`config.mk`:
```
export PLATFORM = sky130hd
export DESIGN_NAME = gpr_queue
export DESIGN_NICKNAME = d
export VERILOG_FILES = /design/src/design/gaussian_pyramid_reduce_unit_defines.svh /design/src/design/gpr_pkg.sv /design/src/design/gpr_queue.sv
export SDC_FILE = /design/constraint.sdc
export NUM_CORES = 1
export LEC_CHECK = 0
export BUFFER_PORTS_ARGS = -buffer_cell sky130_fd_sc_hd__buf_2
export CAP_MARGIN = 20
export CELL_PAD_IN_SITES_DETAIL_PLACEMENT = 0
export CELL_PAD_IN_SITES_GLOBAL_PLACEMENT = 2
export CORE_MARGIN = 2
export CORE_UTILIZATION = 45
export CTS_CLUSTER_DIAMETER = 80
export DETAILED_ROUTE_END_ITERATION = 10
export PLACE_DENSITY_LB_ADDON = 0.12
export SLEW_MARGIN = 15
export SYNTH_ARGS = -nofsm -noshare
export SYNTH_HDL_FRONTEND = slang
export SYNTH_SLANG_ARGS = --single-unit
```
`constraint.sdc`:
```
create_clock -name clk -period 3 [get_ports clk]
set_clock_uncertainty 0.05 [all_clocks]
set_input_delay 0.3 -clock clk [delete_from_list [all_inputs] [get_ports clk]]
set_output_delay 0.3 -clock clk [all_outputs]
set_load 0.01 [all_outputs]
```
`src/design/gaussian_pyramid_reduce_unit_defines.svh`:
```
// Assertion macros for the pyramid reduce unit.
// Needs a clock named clk and a reset named rst in the scope of each use.
`ifndef GAUSSIAN_PYRAMID_REDUCE_UNIT_DEFINES_SVH
`define GAUSSIAN_PYRAMID_REDUCE_UNIT_DEFINES_SVH

// same-cycle implication, off during reset
`define GPR_ASSERT_IMP(lbl, ante, cons) \
  lbl: assert property (@(posedge clk) disable iff (rst) (ante) |-> (cons)) \
    else $error("gpr assertion failed");

// next-cycle implication, checked in reset too
`define GPR_ASSERT_NEXT(lbl, ante, cons) \
  lbl: assert property (@(posedge clk) (ante) |=> (cons)) \
    else $error("gpr assertion failed");

`endif

```
`src/design/gpr_pkg.sv`:
```
// Types, constants and adder functions of the pyramid reduce unit.
// No dependencies.
package gpr_pkg;

  localparam int PIX_W      = 16;
  localparam int DIM_W      = 12;
  localparam int H_W        = 20;
  localparam int V_W        = 24;
  localparam int U_W        = 26;
  localparam int S_W        = 28;
  localparam int OCOL_W     = 10;
  localparam int OROW_W     = 11;
  localparam int CFG_IDX_W  = 2;
  localparam int CFG_DATA_W = 12;
  localparam int QUEUE_DEPTH = 4;
  localparam int QPTR_W     = 2;
  localparam int QCNT_W     = 3;
  localparam int RND_SHIFT  = 12;

  localparam logic [CFG_IDX_W-1:0] REG_WIDTH  = 2'd0;
  localparam logic [CFG_IDX_W-1:0] REG_HEIGHT = 2'd1;

  localparam logic [DIM_W-1:0] WIDTH_RESET  = 12'd640;
  localparam logic [DIM_W-1:0] HEIGHT_RESET = 12'd480;
  localparam logic [DIM_W-1:0] DIM_MIN      = 12'd4;

  typedef enum logic [1:0] {
    MODE_NONE  = 2'd0,
    MODE_ONE   = 2'd1,
    MODE_THREE = 2'd2
  } vmode_t;

  typedef struct packed {
    logic [DIM_W-1:0] width;
    logic [DIM_W-1:0] height;
  } dims_t;

  typedef struct packed {
    logic [H_W-1:0]   hv;
    logic [DIM_W-1:0] x;
    logic [DIM_W-1:0] qbase;
    vmode_t           mode;
    logic             h_fill;
    logic             v_fill;
    logic             run_last;
    logic             defer;
  } job_t;

  function automatic logic [H_W-1:0] hsum5(input logic [PIX_W-1:0] a, b, c, d, e);
    return H_W'(a) + H_W'(e) + (H_W'(b) << 2) + (H_W'(d) << 2)
         + (H_W'(c) << 2) + (H_W'(c) << 1);
  endfunction

  function automatic logic [V_W-1:0] vsum5(input logic [H_W-1:0] a, b, c, d, e);
    return V_W'(a) + V_W'(e) + (V_W'(b) << 2) + (V_W'(d) << 2)
         + (V_W'(c) << 2) + (V_W'(c) << 1);
  endfunction

endpackage

```
`src/design/gpr_queue.sv`:
```
// Short job queue between the front end and the back end.
// Depends on gpr_pkg.
module gpr_queue (
  input  logic          clk,
  input  logic          rst,
  input  logic          in_valid,
  output logic          in_ready,
  input  gpr_pkg::job_t in_job,
  output logic          out_valid,
  input  logic          out_ready,
  output gpr_pkg::job_t out_job
);
  import gpr_pkg::*;

  job_t              slots [QUEUE_DEPTH];
  logic [QPTR_W-1:0] wptr, rptr;
  logic [QCNT_W-1:0] count;
  logic              push, pop;

  always_comb begin
    in_ready  = (count != QCNT_W'(QUEUE_DEPTH));
    out_valid = (count != '0);
    out_job   = slots[rptr];
    push      = in_valid && in_ready;
    pop       = out_valid && out_ready;
  end

  always_ff @(posedge clk) begin
    if (rst) begin
      wptr  <= '0;
      rptr  <= '0;
      count <= '0;
    end else begin
      if (push) wptr <= wptr + QPTR_W'(1);
      if (pop)  rptr <= rptr + QPTR_W'(1);
      if (push && !pop)      count <= count + QCNT_W'(1);
      else if (pop && !push) count <= count - QCNT_W'(1);
    end
  end

  always_ff @(posedge clk) begin
    if (push) slots[wptr] <= in_job;
  end

endmodule

```
# Word level (Yosys, flattened, before mapping)
# Memory sizes are Yosys's and may differ from the RTL's. A register that Yosys moved wholly into a read port is not among the register bits.
# Cells that the tools add are included.
[word_totals] register_bits=7 ramBits=200 inputBits=54 output_inout_bits=52 mem_count=1
[mem_list] memory="slots" depth=4 width=50 read_ports=1 rd_clocked_by_memory_dff=1 wr=1 line="gpr_queue.sv:15" rtl="job_t slots [QUEUE_DEPTH];"
[op_classes] addsub=4 n_eq_ne=1 n_mux=6 reduce_logical=8
[ops] op="3-bit two-way mux" n=2
[ops] op="2-bit by 1-bit adder with 2-bit output, second input constant" n=2
[ops] op="1-bit logical AND" n=4
[ops] op="2-bit two-way mux" n=2
[ops] op="3-bit by 1-bit adder with 3-bit output, second input constant" n=1
[ops] op="3-bit inequality test, second input constant" n=1
[ops] op="3-bit nonzero test" n=1
[ops] op="3-bit by 1-bit subtractor with 3-bit output, second input constant" n=1
[ops] op="1-bit logical NOT" n=2
[ops] op="1-bit two-way mux" n=2
[ops] op="2-bit nonzero test" n=1

# Longest topological paths before layout
# Gate-level depths: netlist (run 1).
[logic_depth] depth_word=6 mapped_depth=8 depth_no_buf=8

# Least setup slack after synthesis (run 1)
# Ideal clock, no wire load.
[synth_timing] kind="register to register" startpoint="register count[0]" endpoint="memory slots[0][0] (netlist name) (enable)" arrival_time_ns=1.996 setup_slack_ns=0.541 stages_incl_launch_ff=4 n_path_buf=0 period_less_slack_ns=2.459 cell_sequence="dfxtp_1 -> nor2_1 -> a21boi_2 -> and2_1"
[synth_between] elab_chain_cells=4
[synth_rtl] element="start, declared" line="gpr_queue.sv:17" rtl="logic [QCNT_W-1:0] count;"
[synth_rtl] element="start signal, assigned" line="gpr_queue.sv:36" rtl="if (push && !pop) count <= count + QCNT_W'(1);"
[synth_rtl] element="start signal, assigned" line="gpr_queue.sv:37" rtl="else if (pop && !push) count <= count - QCNT_W'(1);"
[synth_rtl] element="3-bit inequality test" line="gpr_queue.sv:21" rtl="in_ready = (count != QCNT_W'(QUEUE_DEPTH));"
[synth_rtl] element="1-bit logical AND" line="gpr_queue.sv:24" rtl="push = in_valid && in_ready;"
[synth_rtl] element="net push" line="gpr_queue.sv:18" rtl="logic push, pop;"
[synth_rtl] element="1-bit two-way mux" line="gpr_queue.sv:42" rtl="if (push) slots[wptr] <= in_job;"
[synth_rtl] element="1-bit two-way mux (implied by the code)" line="gpr_queue.sv:42"
[synth_rtl] element="end, declared" line="gpr_queue.sv:15"
# The timed path passes the listed nets, and every way through them passes these cells.

==> flow_summary.toml, run 1 <==
[die]
die_y_um = 135
start_util_pct = 46.3
io_pins = 106
die_x_um = 135
rows = 47
core_um2 = 16700
die-area_um2 = 18300

[cells_and_area]
fin_util_pct = 58.2
nets = 548
insertedDiodeCount = 0
stdcell_count = 722
post-route-cell-area_um2 = 9720
drive_above_1_share_pct = 40.4
syn_to_final_growth_pct = 25.7
num-fill-cells = 1280

[pwr]
p_seq_share_pct = 46.0
ir_worst_vdd_uv = 360
p_sw_mw = 2.07
cellPowerDensity_nw_per_um2 = 825
leakage_nw = 3.34
sw_frac_of_total_pct = 25.8
clkPwrFrac_pct = 31.1
finalPower_mw = 8.02
p_int_mw = 5.95
p_comb_share_pct = 22.9

[sta]
worst_slack_ps = 597
holdWs_ps = 55.0
max_slew.worst_pin.slew_ps = 553
period_minus_slack_ps = 2400
min_period_over_period_pct = 80.1
relSlewSlack_pct = 63.1
slew_viol_final = 0
tns_ps = 0
rsz0062_at_grt = "no"
setup_viol = 0
max_clock_freq_mhz = 416
timing_hold_violations_final = 0

[place]
numPlacedInstances = 634
dp_hpwl_um = 8320
placed_area_um2 = 8560
dp_slack_ps = 723
gp_congestion = 0.713
port_buffers = 105

[worst_setup_path]
worstPathRequired_ps = 2650
crit_fanout = 13
cp-end-kind = "output pin"
r2r_slack_ps = 740
start_kind = "flop"
crit_type = "flop to output pin"
r2r_start = "count[0]$_SDFFE_PP0P_"
crit_arrival_ps = 2050

[yosys]
async_flop_share_pct = 0
syn-num-nets = 370
synth_top_area_cell = "edfxtp_1"
postSynthAreaPerCell_um2 = 25.0
synthCells = 310
synth_area_um2 = 7740
yosys_warnings = 0
yosys-top-cells-area = "edfxtp_1 78%, mux4_2 15%, dfxtp_1 2.3%"
ys_seq_area_share_pct = 79.9
yosys-top-cells-count = "200 x edfxtp_1, 50 x mux4_2, 9 x dfxtp_1, 8 x nor2_1"
synth_seq_cells = 209
yosysMostFrequentCell = "edfxtp_1"
yosys.cell_types.count = 24
yosys.area.top_type_share_pct = 77.6
synth_edf_count = 200
synth_ff_type = "edfxtp_1"

[run]
max_cap_viol_count = 0

[clock_network]
root_buffer = "clkbuf_16"
cts_tree = "yes"
clockBufferDepth = 3
clock_sinks = 209
htreeDepth = 1
cts_made_buffers = 22
worstSkewPairLatency_ps = 480
post-cts-setup-buffers = 0
cts.clk_slew.worst_paths_ps = 60
post_cts_resized = 0
cts_hold_buffers = 50

[grt]
overflow = 0
track_usage_pct = 15.6
grt_pass1_wl_um = 21700
grt_max_degree = 51
antenna_found_initial = 0
grt_pass1_vias = 3999

[run_status]
status = "completed"

[routing]
wl_met1_um = 6130
routed-via-count = 3697
viasPerCell = 5.12
final_antenna_net_count = 0
met2_length_um = 6940
totalWireLength_um = 14000
initialDrtViolationCount = 184
dr_wl_met3_um = 739
wl_per_cell_um = 19.4
top_layer_used = "met4"
drcViolationCount = 0
drtPass1Iterations = 4

[worst_hold_path]
min_from = "rst"
hp-class = "input pin to flop"
==> layer usage <==
metal / track usage, % / vias up
met2: 26.3 / 102
li1: - / 1668
met5: 0 / -
met1: 21.0 / 1906
met3: 3.30 / 21
met4: 4.11 / 0
==> critical path, cell delays in order, from the launching register on <==
cell and delay [ps]:
dfxtp_4 490, buf_4 340, mux4_2 570, buf_2 170
==> layout make-up <==
cell class | count | area [um2] | area share [%]
Tap cell | 220 | 275 | 2.83
Inverter | 3 | 11.3 | 0.116
Clock inverter | 12 | 80.1 | 0.823
Sequential cell | 209 | 6190 | 63.7
Clock buffer | 26 | 587 | 6.03
Multi-Input combinational cell | 85 | 1400 | 14.4
Timing Repair Buffer | 167 | 1180 | 12.1
==> kinds of logic (layout without fill, tap and decap cells) <==
| kind of cell | Yosys count | count (layout) | synth area share [%] |
|---|---|---|---|
| simple gates | 17 | 17 | 1.08 |
| buf+inv | 16 | 208 | 2.01 |
| mux | 53 | 53 | 15.0 |
| flops | 209 | 209 | 79.9 |
| compound gates | 5 | 5 | 0.485 |
| xor+xnor | 4 | 4 | 0.453 |
| fa+ha+maj | 6 | 6 | 1.07 |
==> sequential cells by signal, indices dropped and copies added (netlist names), named ones only <==
name,cells
slots,200
count,3
rptr,2
wptr,2
==> cells in the final DEF, fill, tap and decap left out, drive strengths merged <==
cell type | netlist | layout
a21boi | 1 | 1
a21oi | 1 | 1
and2 | 4 | 4
buf | 12 | 117
bufinv | 0 | 1
clkbuf | 1 | 26
clkinv | 0 | 10
dfxtp | 9 | 9
dlygate4sd3 | 0 | 50
edfxtp | 200 | 200
fa | 1 | 1
ha | 5 | 5
inv | 3 | 4
mux2 | 1 | 1
mux2i | 2 | 2
mux4 | 50 | 50
nand2 | 1 | 1
nand2b | 2 | 2
nor2 | 8 | 8
o21ai | 1 | 1
o311ai | 1 | 1
o31ai | 1 | 1
or3 | 2 | 2
xor2 | 4 | 4
==> power groups by stage <==
| stage | Sequential [mW] | Clock (mW) | Combinational [mW] |
|---|---|---|---|
| 6_report | 3.69 | 2.50 | 1.84 |
| 3_5_place_dp | 3.76 | 0 | 1.83 |
| 2_1_floorplan | 3.68 | 0 | 1.32 |
| 4_1_cts | 3.70 | 2.57 | 1.89 |
| 3_3_place_gp | 3.74 | 0 | 1.82 |
| 5_1_grt | 3.72 | 2.68 | 1.99 |
==> final timing paths <==
path,endpoint,cells after the start
setup / recovery,out_job[17],3
hold / removal,flop,2
setup reg to reg,count[2]$_SDFFE_PP0P_,8
hold reg to reg,wptr[1]$_SDFFE_PP0P_,2
No activity file was read; power rests on OpenSTA's default activity.
==> run 2: changes to the inputs <==
--- a/config.mk
+++ b/config.mk
@@ -5,12 +5,13 @@
 export SDC_FILE = /design/constraint.sdc
 export NUM_CORES = 1
 export LEC_CHECK = 0
+export ABC_AREA = 1
 export BUFFER_PORTS_ARGS = -buffer_cell sky130_fd_sc_hd__buf_2
 export CAP_MARGIN = 20
 export CELL_PAD_IN_SITES_DETAIL_PLACEMENT = 0
 export CELL_PAD_IN_SITES_GLOBAL_PLACEMENT = 2
 export CORE_MARGIN = 2
-export CORE_UTILIZATION = 45
+export CORE_UTILIZATION = 36
 export CTS_CLUSTER_DIAMETER = 80
 export DETAILED_ROUTE_END_ITERATION = 10
 export PLACE_DENSITY_LB_ADDON = 0.12
==> constraint.sdc (replaced) <==
create_clock -name clk -period 2.2 [get_ports clk]
set_clock_uncertainty 0.05 [all_clocks]
set_input_delay 0.22 -clock clk [delete_from_list [all_inputs] [get_ports clk]]
set_output_delay 0.22 -clock clk [all_outputs]
set_load 0.01 [all_outputs]
==> run 2 against run 1 <==
Via count rose by 33%. Combinational power rose by 51%. Cell count rose by 40%. Synthesized cell count rose by 78%. Global-route usage shrank 0.74 points. Largest power group unchanged.
==> flow_summary.toml, run 2 <==
[yosys]
ys_seq_area_share_pct = 76.9
yosysMostFrequentCell = "edfxtp_1"
yosys-top-cells-area = "edfxtp_1 75%, o21ai_1 5.6%, nor2_1 5.3%"
synth_seq_cells = 209
async_flop_share_pct = 0
synth_edf_count = 200
syn-num-nets = 611
synth_top_area_cell = "edfxtp_1"
yosys-top-cells-count = "200 x edfxtp_1, 113 x nor2_1, 90 x o21ai_1, 50 x o22ai_1, 12 x inv_1"
yosys.area.top_type_share_pct = 74.7
synth_ff_type = "edfxtp_1"
synth_area_um2 = 8040
yosys.cell_types.count = 24
synthCells = 551
yosys_warnings = 0
postSynthAreaPerCell_um2 = 14.6

[worst_setup_path]
crit_fanout = 100
worstPathRequired_ps = 1930
crit_arrival_ps = 1840
crit_type = "flop to output pin"
start_kind = "flop"
cp-end-kind = "output pin"

[cells_and_area]
multi_input_area_um2 = 1480
reg_top3 = "slots x200, count x3"
drive_above_1_share_pct = 22.7
mostFrequentLayoutCells = "200 x edfxtp_1, 109 x nor2_1, 105 x buf_2"
seqCellArea_um2 = 6190
layout_commonest_cell = "edfxtp_1"
fin_util_pct = 45.9
largest-register = "slots"
nets = 778
largest_reg_flops = 200
num-fill-cells = 2028
syn_to_final_growth_pct = 24.9

[die]
die-area_um2 = 23500
die_x_um = 153
start_util_pct = 36.7
rows = 54
core_um2 = 21900
die_y_um = 153
io_pins = 106

[clock_network]
cts.clk_slew.worst_paths_ps = 60
htreeDepth = 1
root_buffer = "clkbuf_16"
worstSkewPairLatency_ps = 490
clock_sinks = 209
clockBufferDepth = 3
cts_tree = "yes"
cts_made_buffers = 23

[routing]
initialDrtViolationCount = 221
final_antenna_net_count = 0
viasPerCell = 4.86
wl_per_cell_um = 17.4
routed-via-count = 4920
drcViolationCount = 0
drtPass1Iterations = 6
totalWireLength_um = 17600

[sta]
rsz0062_at_grt = "yes"
timing_hold_violations_final = 0
period_minus_slack_ps = 2110
min_period_over_period_pct = 96.1
max_slew.worst_pin.slew_ps = 483
slew_viol_final = 0
relSlewSlack_pct = 67.8
worst_slack_ps = 86.2
max_clock_freq_mhz = 473
setup_viol = 0
holdWs_ps = 25.5

[grt]
grt_max_degree = 101
grt_pass1_vias = 4985
antenna_found_initial = 2
track_usage_pct = 14.9
grt_pass1_wl_um = 27400
overflow = 0

[pwr]
finalPower_mw = 11.3
leakage_nw = 3.56
ir_worst_vdd_uv = 515
cellPowerDensity_nw_per_um2 = 1130

[place]
dp_slack_ps = 379
port_buffers = 105
gp_congestion = 0.693
dp_hpwl_um = 9580

[run]
max_cap_viol_count = 0

[run_status]
status = "completed"

[worst_hold_path]
hp-class = "input pin to flop"
[run 2: cell types whose count changed after synthesis, moves of 5 or more]
cell     delta
nand2_1    +10
o21ai_0    +10
buf_8       +5
o21ai_1    +90
mux4_2     -50
buf_2       +5
nor2_1    +105
buf_4       +5
inv_1       +9
o22ai_1    +50
[run 2: where the power goes]
part	internal [mW]	switching, mW	total, mW	leakage [nW]
logic	0.991	1.78	2.77	1.31
clock network	2.14	1.42	3.56	0.335
registers	4.84	0.166	5.01	1.91
[run 2: final timing paths]
kind	slack (ps)	depth (start not counted)	start	endpoint
worst max-delay path	90	4	flop	out_job[46]
worst min-delay path	30	4	in_valid	wptr[1]$_SDFFE_PP0P_
worst max register to register	380	13	count[0]$_SDFFE_PP0P_	count[2]$_SDFFE_PP0P_
worst min register to register	460	2	rptr[0]$_SDFFE_PP0P_	rptr[0]$_SDFFE_PP0P_
[run 2: per-stage QoR]
stage                     cell area [um2]  TNS [ps]  instances
after global routing                10000     -40.2       1013
after detailed placement             8810         0        920
after floorplan                      8050    -50390        551
after global placement               8810         0        920
final                               10000         0       1013
after CTS                           10000         0       1011
[run 2: repair_timing]
item,CTS,global route
buffers inserted,0,0
setup endpoints to repair,0,3
hold endpoints to repair,205,0
gates resized for setup,0,1
hold buffers,53,0
[run 2: final cells by class]
class | count | area share [%]
Clock buffer | 28 | 5.92
Sequential cell | 209 | 61.6
Inverter | 16 | 0.722
Clock inverter | 10 | 1.05
Tap cell | 280 | 3.49
Timing Repair Buffer | 173 | 12.4
Antenna cell | 2 | 0.0498
Multi-Input combinational cell | 295 | 14.7
[run 2: logic make-up (layout without fill, tap and decap cells)]
logic type | Yosys count | count (layout) | share of synthesized area (%)
AND/OR/NAND/NOR | 134 | 134 | 6.52
adder cells (fa/ha/maj) | 6 | 6 | 1.03
other | 0 | 2 | 0
XOR/XNOR | 1 | 1 | 0.109
buffers and inverters | 47 | 227 | 5.03
flip-flops | 209 | 209 | 76.9
AO/OA/AOI/OAI | 154 | 154 | 10.4
[run 2: critical path: stages (launching register included)]
cell     delay, ps
dfxtp_4        440
inv_12         330
nor2_1          80
o22ai_1        290
buf_2          200
[run 2: layer usage]
layer  vias to the layer above  track usage, %  wire length [um]
met5                         -               0                 0
met4                         0            3.58               253
met3                        24            3.12               917
met2                       119            24.7              8410
met1                      2388            20.1              8020
li1                       2389               -                 -
